--- src/rtl/varint_zigzag_serializer_macros.svh ---
// Assertion macros shared by the serializer modules.
`ifndef VARINT_ZIGZAG_SERIALIZER_MACROS_SVH
`define VARINT_ZIGZAG_SERIALIZER_MACROS_SVH

`ifndef SYNTH
`define VZS_ASSERT(label, prop) \
	label: assert property (@(posedge clk) disable iff (!arst_n) prop) \
		else $error("serializer assertion failed");
`define VZS_NEVER(label, cond) \
	label: assert property (@(posedge clk) disable iff (!arst_n) !(cond)) \
		else $error("serializer forbidden condition");
`else
`define VZS_ASSERT(label, prop)
`define VZS_NEVER(label, cond)
`endif

`endif

--- src/rtl/vzs_pkg.sv ---
// Shared types and constants of the varint / zigzag serializer.
`timescale 1ns / 1ps
package vzs_pkg;

	localparam int unsigned VALUE_W = 64;
	localparam int unsigned NB_W = 4;
	localparam int unsigned MAX_BYTES = 10;

	typedef enum logic [2:0] {
		CMD_FIX8   = 3'd0,
		CMD_FIX16  = 3'd1,
		CMD_FIX32  = 3'd2,
		CMD_FIX64  = 3'd3,
		CMD_UVAR32 = 3'd4,
		CMD_SVAR32 = 3'd5,
		CMD_UVAR64 = 3'd6,
		CMD_SVAR64 = 3'd7
	} cmd_t;

	typedef struct packed {
		logic [VALUE_W-1:0] word;
		logic [NB_W-1:0]    nbytes;
		logic               is_var;
	} item_t;

endpackage

--- src/rtl/vzs_front.sv ---
// Front end: byte order register and classification of each item.
`timescale 1ns / 1ps
module vzs_front (
	input  logic                     clk,
	input  logic                     arst_n,
	input  logic                     cfg_we,
	input  logic                     cfg_wdata,
	input  logic [2:0]               command,
	input  logic [vzs_pkg::VALUE_W-1:0] value,
	output vzs_pkg::item_t           item
);

	logic        big_endian_q;
	logic [63:0] zz32;
	logic [63:0] zz64;
	logic [63:0] var_word;
	logic [63:0] fix_word;
	logic [63:0] rev64;
	logic [9:1]  grp_nz;
	logic [3:0]  var_nb;
	vzs_pkg::cmd_t cmd;

	always_ff @(posedge clk or negedge arst_n) begin
		if (!arst_n) begin
			big_endian_q <= 1'b1;
		end else if (cfg_we) begin
			big_endian_q <= cfg_wdata;
		end
	end

	assign cmd  = vzs_pkg::cmd_t'(command);
	assign zz32 = {32'd0, {value[30:0], 1'b0} ^ {32{value[31]}}};
	assign zz64 = {value[62:0], 1'b0} ^ {64{value[63]}};

	always_comb begin
		for (int k = 0; k < 8; k++) begin
			rev64[8*k +: 8] = value[8*(7-k) +: 8];
		end
	end

	always_comb begin
		case (cmd)
			vzs_pkg::CMD_UVAR32: var_word = {32'd0, value[31:0]};
			vzs_pkg::CMD_SVAR32: var_word = zz32;
			vzs_pkg::CMD_UVAR64: var_word = value;
			default:             var_word = zz64;
		endcase
	end

	always_comb begin
		for (int g = 1; g < 9; g++) begin
			grp_nz[g] = |var_word[7*g +: 7];
		end
		grp_nz[9] = var_word[63];
		var_nb = 4'd1;
		for (int g = 1; g < 10; g++) begin
			if (grp_nz[g]) begin
				var_nb = 4'(g + 1);
			end
		end
	end

	always_comb begin
		fix_word = value;
		if (big_endian_q) begin
			case (cmd)
				vzs_pkg::CMD_FIX16: fix_word = {48'd0, value[7:0], value[15:8]};
				vzs_pkg::CMD_FIX32: fix_word = {32'd0, value[7:0], value[15:8],
					value[23:16], value[31:24]};
				vzs_pkg::CMD_FIX64: fix_word = rev64;
				default:            fix_word = value;
			endcase
		end
	end

	always_comb begin
		item = '0;
		case (cmd)
			vzs_pkg::CMD_FIX8: begin
				item.word = fix_word;
				item.nbytes = 4'd1;
				item.is_var = 1'b0;
			end
			vzs_pkg::CMD_FIX16: begin
				item.word = fix_word;
				item.nbytes = 4'd2;
				item.is_var = 1'b0;
			end
			vzs_pkg::CMD_FIX32: begin
				item.word = fix_word;
				item.nbytes = 4'd4;
				item.is_var = 1'b0;
			end
			vzs_pkg::CMD_FIX64: begin
				item.word = fix_word;
				item.nbytes = 4'd8;
				item.is_var = 1'b0;
			end
			default: begin
				item.word = var_word;
				item.nbytes = var_nb;
				item.is_var = 1'b1;
			end
		endcase
	end

endmodule

--- src/rtl/vzs_queue.sv ---
// Short item queue between the front and back ends.
`timescale 1ns / 1ps
`include "varint_zigzag_serializer_macros.svh"
module vzs_queue #(
	parameter int unsigned DEPTH = 2
) (
	input  logic           clk,
	input  logic           arst_n,
	input  logic           push,
	input  vzs_pkg::item_t push_item,
	output logic           full,
	input  logic           pop,
	output logic           not_empty,
	output vzs_pkg::item_t head_item
);

	localparam int unsigned PTR_W = (DEPTH > 1) ? $clog2(DEPTH) : 1;
	localparam int unsigned CNT_W = $clog2(DEPTH + 1);
	localparam logic [PTR_W-1:0] LAST_PTR = PTR_W'(DEPTH - 1);
	localparam logic [CNT_W-1:0] FULL_CNT = CNT_W'(DEPTH);

	vzs_pkg::item_t    entry_q [DEPTH];
	logic [PTR_W-1:0]  wr_ptr_q;
	logic [PTR_W-1:0]  rd_ptr_q;
	logic [CNT_W-1:0]  count_q;

	assign full      = (count_q == FULL_CNT);
	assign not_empty = (count_q != '0);
	assign head_item = entry_q[rd_ptr_q];

	always_ff @(posedge clk or negedge arst_n) begin
		if (!arst_n) begin
			wr_ptr_q <= '0;
			rd_ptr_q <= '0;
			count_q  <= '0;
			for (int i = 0; i < DEPTH; i++) begin
				entry_q[i] <= '0;
			end
		end else begin
			if (push) begin
				entry_q[wr_ptr_q] <= push_item;
				wr_ptr_q <= (wr_ptr_q == LAST_PTR) ? '0 : wr_ptr_q + 1'b1;
			end
			if (pop) begin
				rd_ptr_q <= (rd_ptr_q == LAST_PTR) ? '0 : rd_ptr_q + 1'b1;
			end
			if (push && !pop) begin
				count_q <= count_q + 1'b1;
			end else if (pop && !push) begin
				count_q <= count_q - 1'b1;
			end
		end
	end

	`VZS_NEVER(a_no_overflow, push && full)
	`VZS_NEVER(a_no_underflow, pop && !not_empty)
	`VZS_ASSERT(a_count_tracks, push && !pop && !full |=> count_q == $past(count_q) + 1'b1)

endmodule

--- src/rtl/vzs_back.sv ---
// Back end: emits one byte per cycle from the queued items.
`timescale 1ns / 1ps
`include "varint_zigzag_serializer_macros.svh"
module vzs_back (
	input  logic           clk,
	input  logic           arst_n,
	input  logic           q_valid,
	input  vzs_pkg::item_t q_item,
	output logic           q_pop,
	output logic           byte_valid,
	output logic [7:0]     out_byte,
	output logic           last_byte
);

	logic                         active_q;
	logic [vzs_pkg::VALUE_W-1:0]  word_q;
	logic [vzs_pkg::NB_W-1:0]     rem_q;
	logic                         var_q;
	logic                         byte_valid_q;
	logic [7:0]                   out_byte_q;
	logic                         last_byte_q;
	logic                         final_byte;
	logic [7:0]                   cur_byte;

	assign final_byte = (rem_q == vzs_pkg::NB_W'(1));
	assign cur_byte   = var_q ? {!final_byte, word_q[6:0]} : word_q[7:0];
	assign q_pop      = q_valid && (!active_q || final_byte);

	always_ff @(posedge clk or negedge arst_n) begin
		if (!arst_n) begin
			active_q     <= 1'b0;
			word_q       <= '0;
			rem_q        <= '0;
			var_q        <= 1'b0;
			byte_valid_q <= 1'b0;
			out_byte_q   <= '0;
			last_byte_q  <= 1'b0;
		end else begin
			byte_valid_q <= active_q;
			if (active_q) begin
				out_byte_q  <= cur_byte;
				last_byte_q <= final_byte;
			end
			if (q_pop) begin
				word_q   <= q_item.word;
				rem_q    <= q_item.nbytes;
				var_q    <= q_item.is_var;
				active_q <= 1'b1;
			end else if (active_q) begin
				word_q <= var_q ? (word_q >> 7) : (word_q >> 8);
				rem_q  <= rem_q - 1'b1;
				if (final_byte) begin
					active_q <= 1'b0;
				end
			end
		end
	end

	assign byte_valid = byte_valid_q;
	assign out_byte   = out_byte_q;
	assign last_byte  = last_byte_q;

	`VZS_ASSERT(a_rem_range, active_q |-> rem_q != '0 && rem_q <= vzs_pkg::NB_W'(vzs_pkg::MAX_BYTES))
	`VZS_ASSERT(a_last_marked, active_q && final_byte |=> byte_valid_q && last_byte_q)
	`VZS_ASSERT(a_strobe_source, byte_valid_q |-> $past(active_q))

endmodule

--- src/rtl/varint_zigzag_serializer.sv ---
// Top level of the varint / zigzag serializer.
//
//   channel   ports                              handshake
//   item in   command, value                     start && !busy
//   byte out  out_byte, last_byte                byte_valid, one cycle, no stall
//   config    cfg_wdata (big_endian_order)       cfg_we
//
// An item is taken whenever the queue has room; the front end classifies it
// combinationally in that cycle. The back end sends one byte per cycle, so an
// item of 1 to 10 bytes holds it until all are sent; the byte channel sets the
// sustained rate. The first byte passes the queue, word and output registers.
// Reset empties the queue and sets big_endian_order to 1.
`timescale 1ns / 1ps
module varint_zigzag_serializer #(
	parameter int unsigned QUEUE_DEPTH = 2
) (
	input  logic        clk,
	input  logic        arst_n,
	input  logic        start,
	output logic        busy,
	input  logic [2:0]  command,
	input  logic [63:0] value,
	input  logic        cfg_we,
	input  logic        cfg_wdata,
	output logic        byte_valid,
	output logic [7:0]  out_byte,
	output logic        last_byte
);

	vzs_pkg::item_t front_item;
	vzs_pkg::item_t head_item;
	logic           q_full;
	logic           q_valid;
	logic           q_pop;

	assign busy = q_full;

	vzs_front u_front (
		.clk       (clk),
		.arst_n    (arst_n),
		.cfg_we    (cfg_we),
		.cfg_wdata (cfg_wdata),
		.command   (command),
		.value     (value),
		.item      (front_item)
	);

	vzs_queue #(
		.DEPTH (QUEUE_DEPTH)
	) u_queue (
		.clk       (clk),
		.arst_n    (arst_n),
		.push      (start && !q_full),
		.push_item (front_item),
		.full      (q_full),
		.pop       (q_pop),
		.not_empty (q_valid),
		.head_item (head_item)
	);

	vzs_back u_back (
		.clk        (clk),
		.arst_n     (arst_n),
		.q_valid    (q_valid),
		.q_item     (head_item),
		.q_pop      (q_pop),
		.byte_valid (byte_valid),
		.out_byte   (out_byte),
		.last_byte  (last_byte)
	);

endmodule

--- config.mk ---
export PLATFORM = sky130hd
export DESIGN_NAME = varint_zigzag_serializer
export DESIGN_NICKNAME = d
export VERILOG_FILES = /design/src/rtl/vzs_pkg.sv /design/src/rtl/vzs_front.sv /design/src/rtl/vzs_queue.sv /design/src/rtl/vzs_back.sv /design/src/rtl/varint_zigzag_serializer.sv
export VERILOG_INCLUDE_DIRS = /design/src /design/src/rtl
export SDC_FILE = /design/constraint.sdc
export NUM_CORES = 1
export LEC_CHECK = 0
export ABC_AREA = 1
export BUFFER_PORTS_ARGS = -buffer_cell sky130_fd_sc_hd__buf_2
export CAP_MARGIN = 20
export CORE_MARGIN = 2
export CORE_UTILIZATION = 60
export DETAILED_ROUTE_END_ITERATION = 7
export GPL_TIMING_DRIVEN = 1
export HOLD_SLACK_MARGIN = 0.15
export PLACE_DENSITY = 0.79
export SYNTH_ARGS = -nofsm -noshare
export SYNTH_HDL_FRONTEND = slang
export SYNTH_HIERARCHICAL = 1
export SYNTH_SLANG_ARGS = --single-unit
--- constraint.sdc ---
create_clock -name clk -period 2.95 [get_ports clk]
set_clock_uncertainty 0.2 [all_clocks]
set_input_delay 0.295 -clock clk [delete_from_list [all_inputs] [get_ports clk]]
set_output_delay 0.295 -clock clk [all_outputs]
set_load 0.05 [all_outputs]
==> results.py <==
metrics = {
    "outcome": {
        "status": "finished clean",
    },
    "yosys": {
        "yosysUniqueCellTypes": 43,
        "synth_fp_nets": 2080,
        "synth_edf_count": 0,
        "synth.top_cell.area_share_pct": 38.7,
        "synth_area_per_cell_um2": 7.16,
        "ys_top_cells_by_area": "dfrtp_1, nand2_1, o21ai_0",
        "syn_area_um2": 14400,
        "synth_top_area_cell": "dfrtp_1",
        "syn-instance-count": 2005,
        "synth_warnings": 6,
        "synthFlopType": "dfrtp_1",
        "ys_seq_area_share_pct": 38.9,
        "ys_seq_elements": 223,
        "synthArstFlopShare_pct": 100,
    },
    "layout": {
        "antenna_cells": 0,
        "final_common_cell": "nand2_1",
        "num-fill-cells": 1986,
        "layout_common_cells": "nand2_1, dfrtp_1, inv_1",
        "nets": 2129,
        "final_area_um2": 16100,
        "syn2layout_area_growth_pct": 11.8,
        "stdcell_count": 2391,
        "fin_util_pct": 68.4,
        "final_layout_size_suffix_gt1_share_pct": 15.3,
    },
    "timing": {
        "hold_viol_final": 0,
        "finalMaxSlewViolations": 0,
        "fin_setup_tns_ns": 0,
        "grt_setup_unrepaired": "no",
        "fin_crit_ns": 2.75,
        "max_freq_mhz": 364,
        "worst_slew_pin_slew_ns": 0.677,
        "setup_viol": 0,
        "period_share_pct": 93.2,
        "holdWs_ns": 0.182,
        "worst_slack_ns": 0.201,
        "relSlewSlack_pct": 54.9,
    },
    "power": {
        "peakVddDrop_mv": 0.917,
        "p_leak_nw": 7.94,
        "power_density_nw_per_um2": 918,
        "power.total_mw": 14.7,
    },
    "cts": {
        "cts_max_level": 1,
        "clockRootBuffer": "clkbuf_16",
        "holdBufCountCts": 23,
        "cts.clk_slew.worst_paths_ns": 0.07,
        "cts_sinks": 223,
        "post_cts_buffers": 0,
        "insertion_delay_ns": 0.51,
        "cts_tree": "built",
        "cts_resized": 0,
        "clock_path_buffers": 3,
        "cts_made_buffers": 24,
    },
    "critical_path": {
        "required_ns": 3.12,
        "critPathLaunchType": "primary input",
        "end_kind": "flip-flop",
        "r2r_cells": 12,
        "crit_type": "in2reg",
        "crit_arrival_ns": 2.92,
        "path_max_fanout": 18,
    },
    "global_route": {
        "grt_pass1_wl_um": 75500,
        "grt_max_degree": 88,
        "grt_overflow": 0,
        "track_usage_pct": 37.6,
        "antenna_found_initial": 0,
        "grt_pass1_vias": 13600,
    },
    "route": {
        "viasPerCell": 6.03,
        "route.detailed.drc": 0,
        "ant_nets": 0,
        "firstDrtPassIters": 7,
        "routed_wl_um": 48000,
        "drtIter0Drc": 1877,
        "wire_per_inst_um": 20.1,
        "vias": 14400,
    },
    "placement": {
        "port_buffers": 82,
        "post-dp-hpwl_um": 33300,
        "place.gp.congestion": 1.12,
        "dp_cells": 2324,
        "place_area_um2": 15000,
        "pre_cts_ws_ns": 0.280,
    },
    "floorplanning": {
        "die_x_um": 159,
        "io_pins": 83,
        "die-area_um2": 25200,
        "die_h_um": 159,
        "core_um2": 23500,
        "start_util_pct": 61.2,
        "row_count": 56,
    },
    "flow_run": {
        "drv_cap": 0,
    },
    "hold_path": {
        "hold_depth": 7,
        "hp-class": "in2reg",
    },
}
==> critical path: stages <==
cell and delay, ns:
dlygate4sd3_1 0.53, buf_2 0.16, a21o_4 0.29, nand2_4 0.21, inv_1 0.19, a21oi_1 0.44
o22ai_1 0.13, a21oi_1 0.14, o21ai_0 0.14, buf_4 0.20, inv_1 0.08, o21ai_0 0.10
==> power by group <==
| group | switching (mW) | internal [mW] | leakage [nW] |
|---|---|---|---|
| sequential | 0.914 | 4.47 | 2.78 |
| clock | 1.23 | 1.90 | 0.415 |
| combinational | 3.85 | 2.37 | 4.74 |
| total | 5.99 | 8.74 | 7.94 |
==> cell usage after synthesis, types with 5 or more instances <==
cell,instances
a21oi_1,65
buf_1,9
buf_2,41
buf_4,9
buf_6,20
clkbuf_1,52
dfrtp_1,222
inv_1,195
inv_2,7
mux2_2,69
nand2_1,611
nand3_1,97
nor2_1,190
nor2_4,5
o211ai_1,21
o21ai_0,182
o21ai_1,20
o21ai_2,50
o221ai_1,24
o22ai_1,63
xnor2_1,6
xor2_1,6
==> flip-flops by register name (all words and copies together), names as in the netlist, 2 cells and up <==
name,cells
u_back/rem_q,4
u_queue/count_q,2
u_back/out_byte,8
u_back/word_q,64
u_queue/entry_q,138
==> path summary, 6_finish.rpt <==
kind / slack [ns] / endpoint / start
min reg2reg: 0.27 / u_back/out_byte[6] / u_back/out_byte[6]
max in group asynchronous: 1.54 / u_queue/entry_q[9] / arst_n
max reg2reg: 0.27 / u_queue/entry_q[67] / u_front/big_endian_q
min in group asynchronous: 0.19 / u_queue/entry_q[112] / arst_n
min: 0.18 / u_queue/entry_q[96] / value[22]
max: 0.20 / u_queue/entry_q[11] / command[1]
==> layer usage <==
metal | wire (µm) | vias to the layer above | GRT usage [%]
met3 | 4040 | 138 | 4.65
met4 | 2510 | 0 | 17.6
li1 | - | 6641 | -
met5 | 0 | - | 0
met1 | 20100 | 6814 | 53.4
met2 | 21300 | 820 | 57.6
==> cell type report <==
cell class                 count  area (µm²)  share of cell area [%]
multi-input combinational   1447        7300                    45.5
clock inverter                 8        97.6                   0.608
tap                          319         399                    2.49
sequential                   223        5580                    34.8
inverter                     204         768                    4.79
clock buffer                  36         737                    4.59
timing repair buffer         154        1170                    7.28
==> cell families after synthesis <==
kind of cell	share of synthesized area, %
buf+inv	10.4
simple gates	25.6
flops	38.9
xor+xnor	0.732
compound gates	18.7
fa+ha+maj	0.261
mux	5.41
No activity file was read; power rests on OpenSTA's default activity.
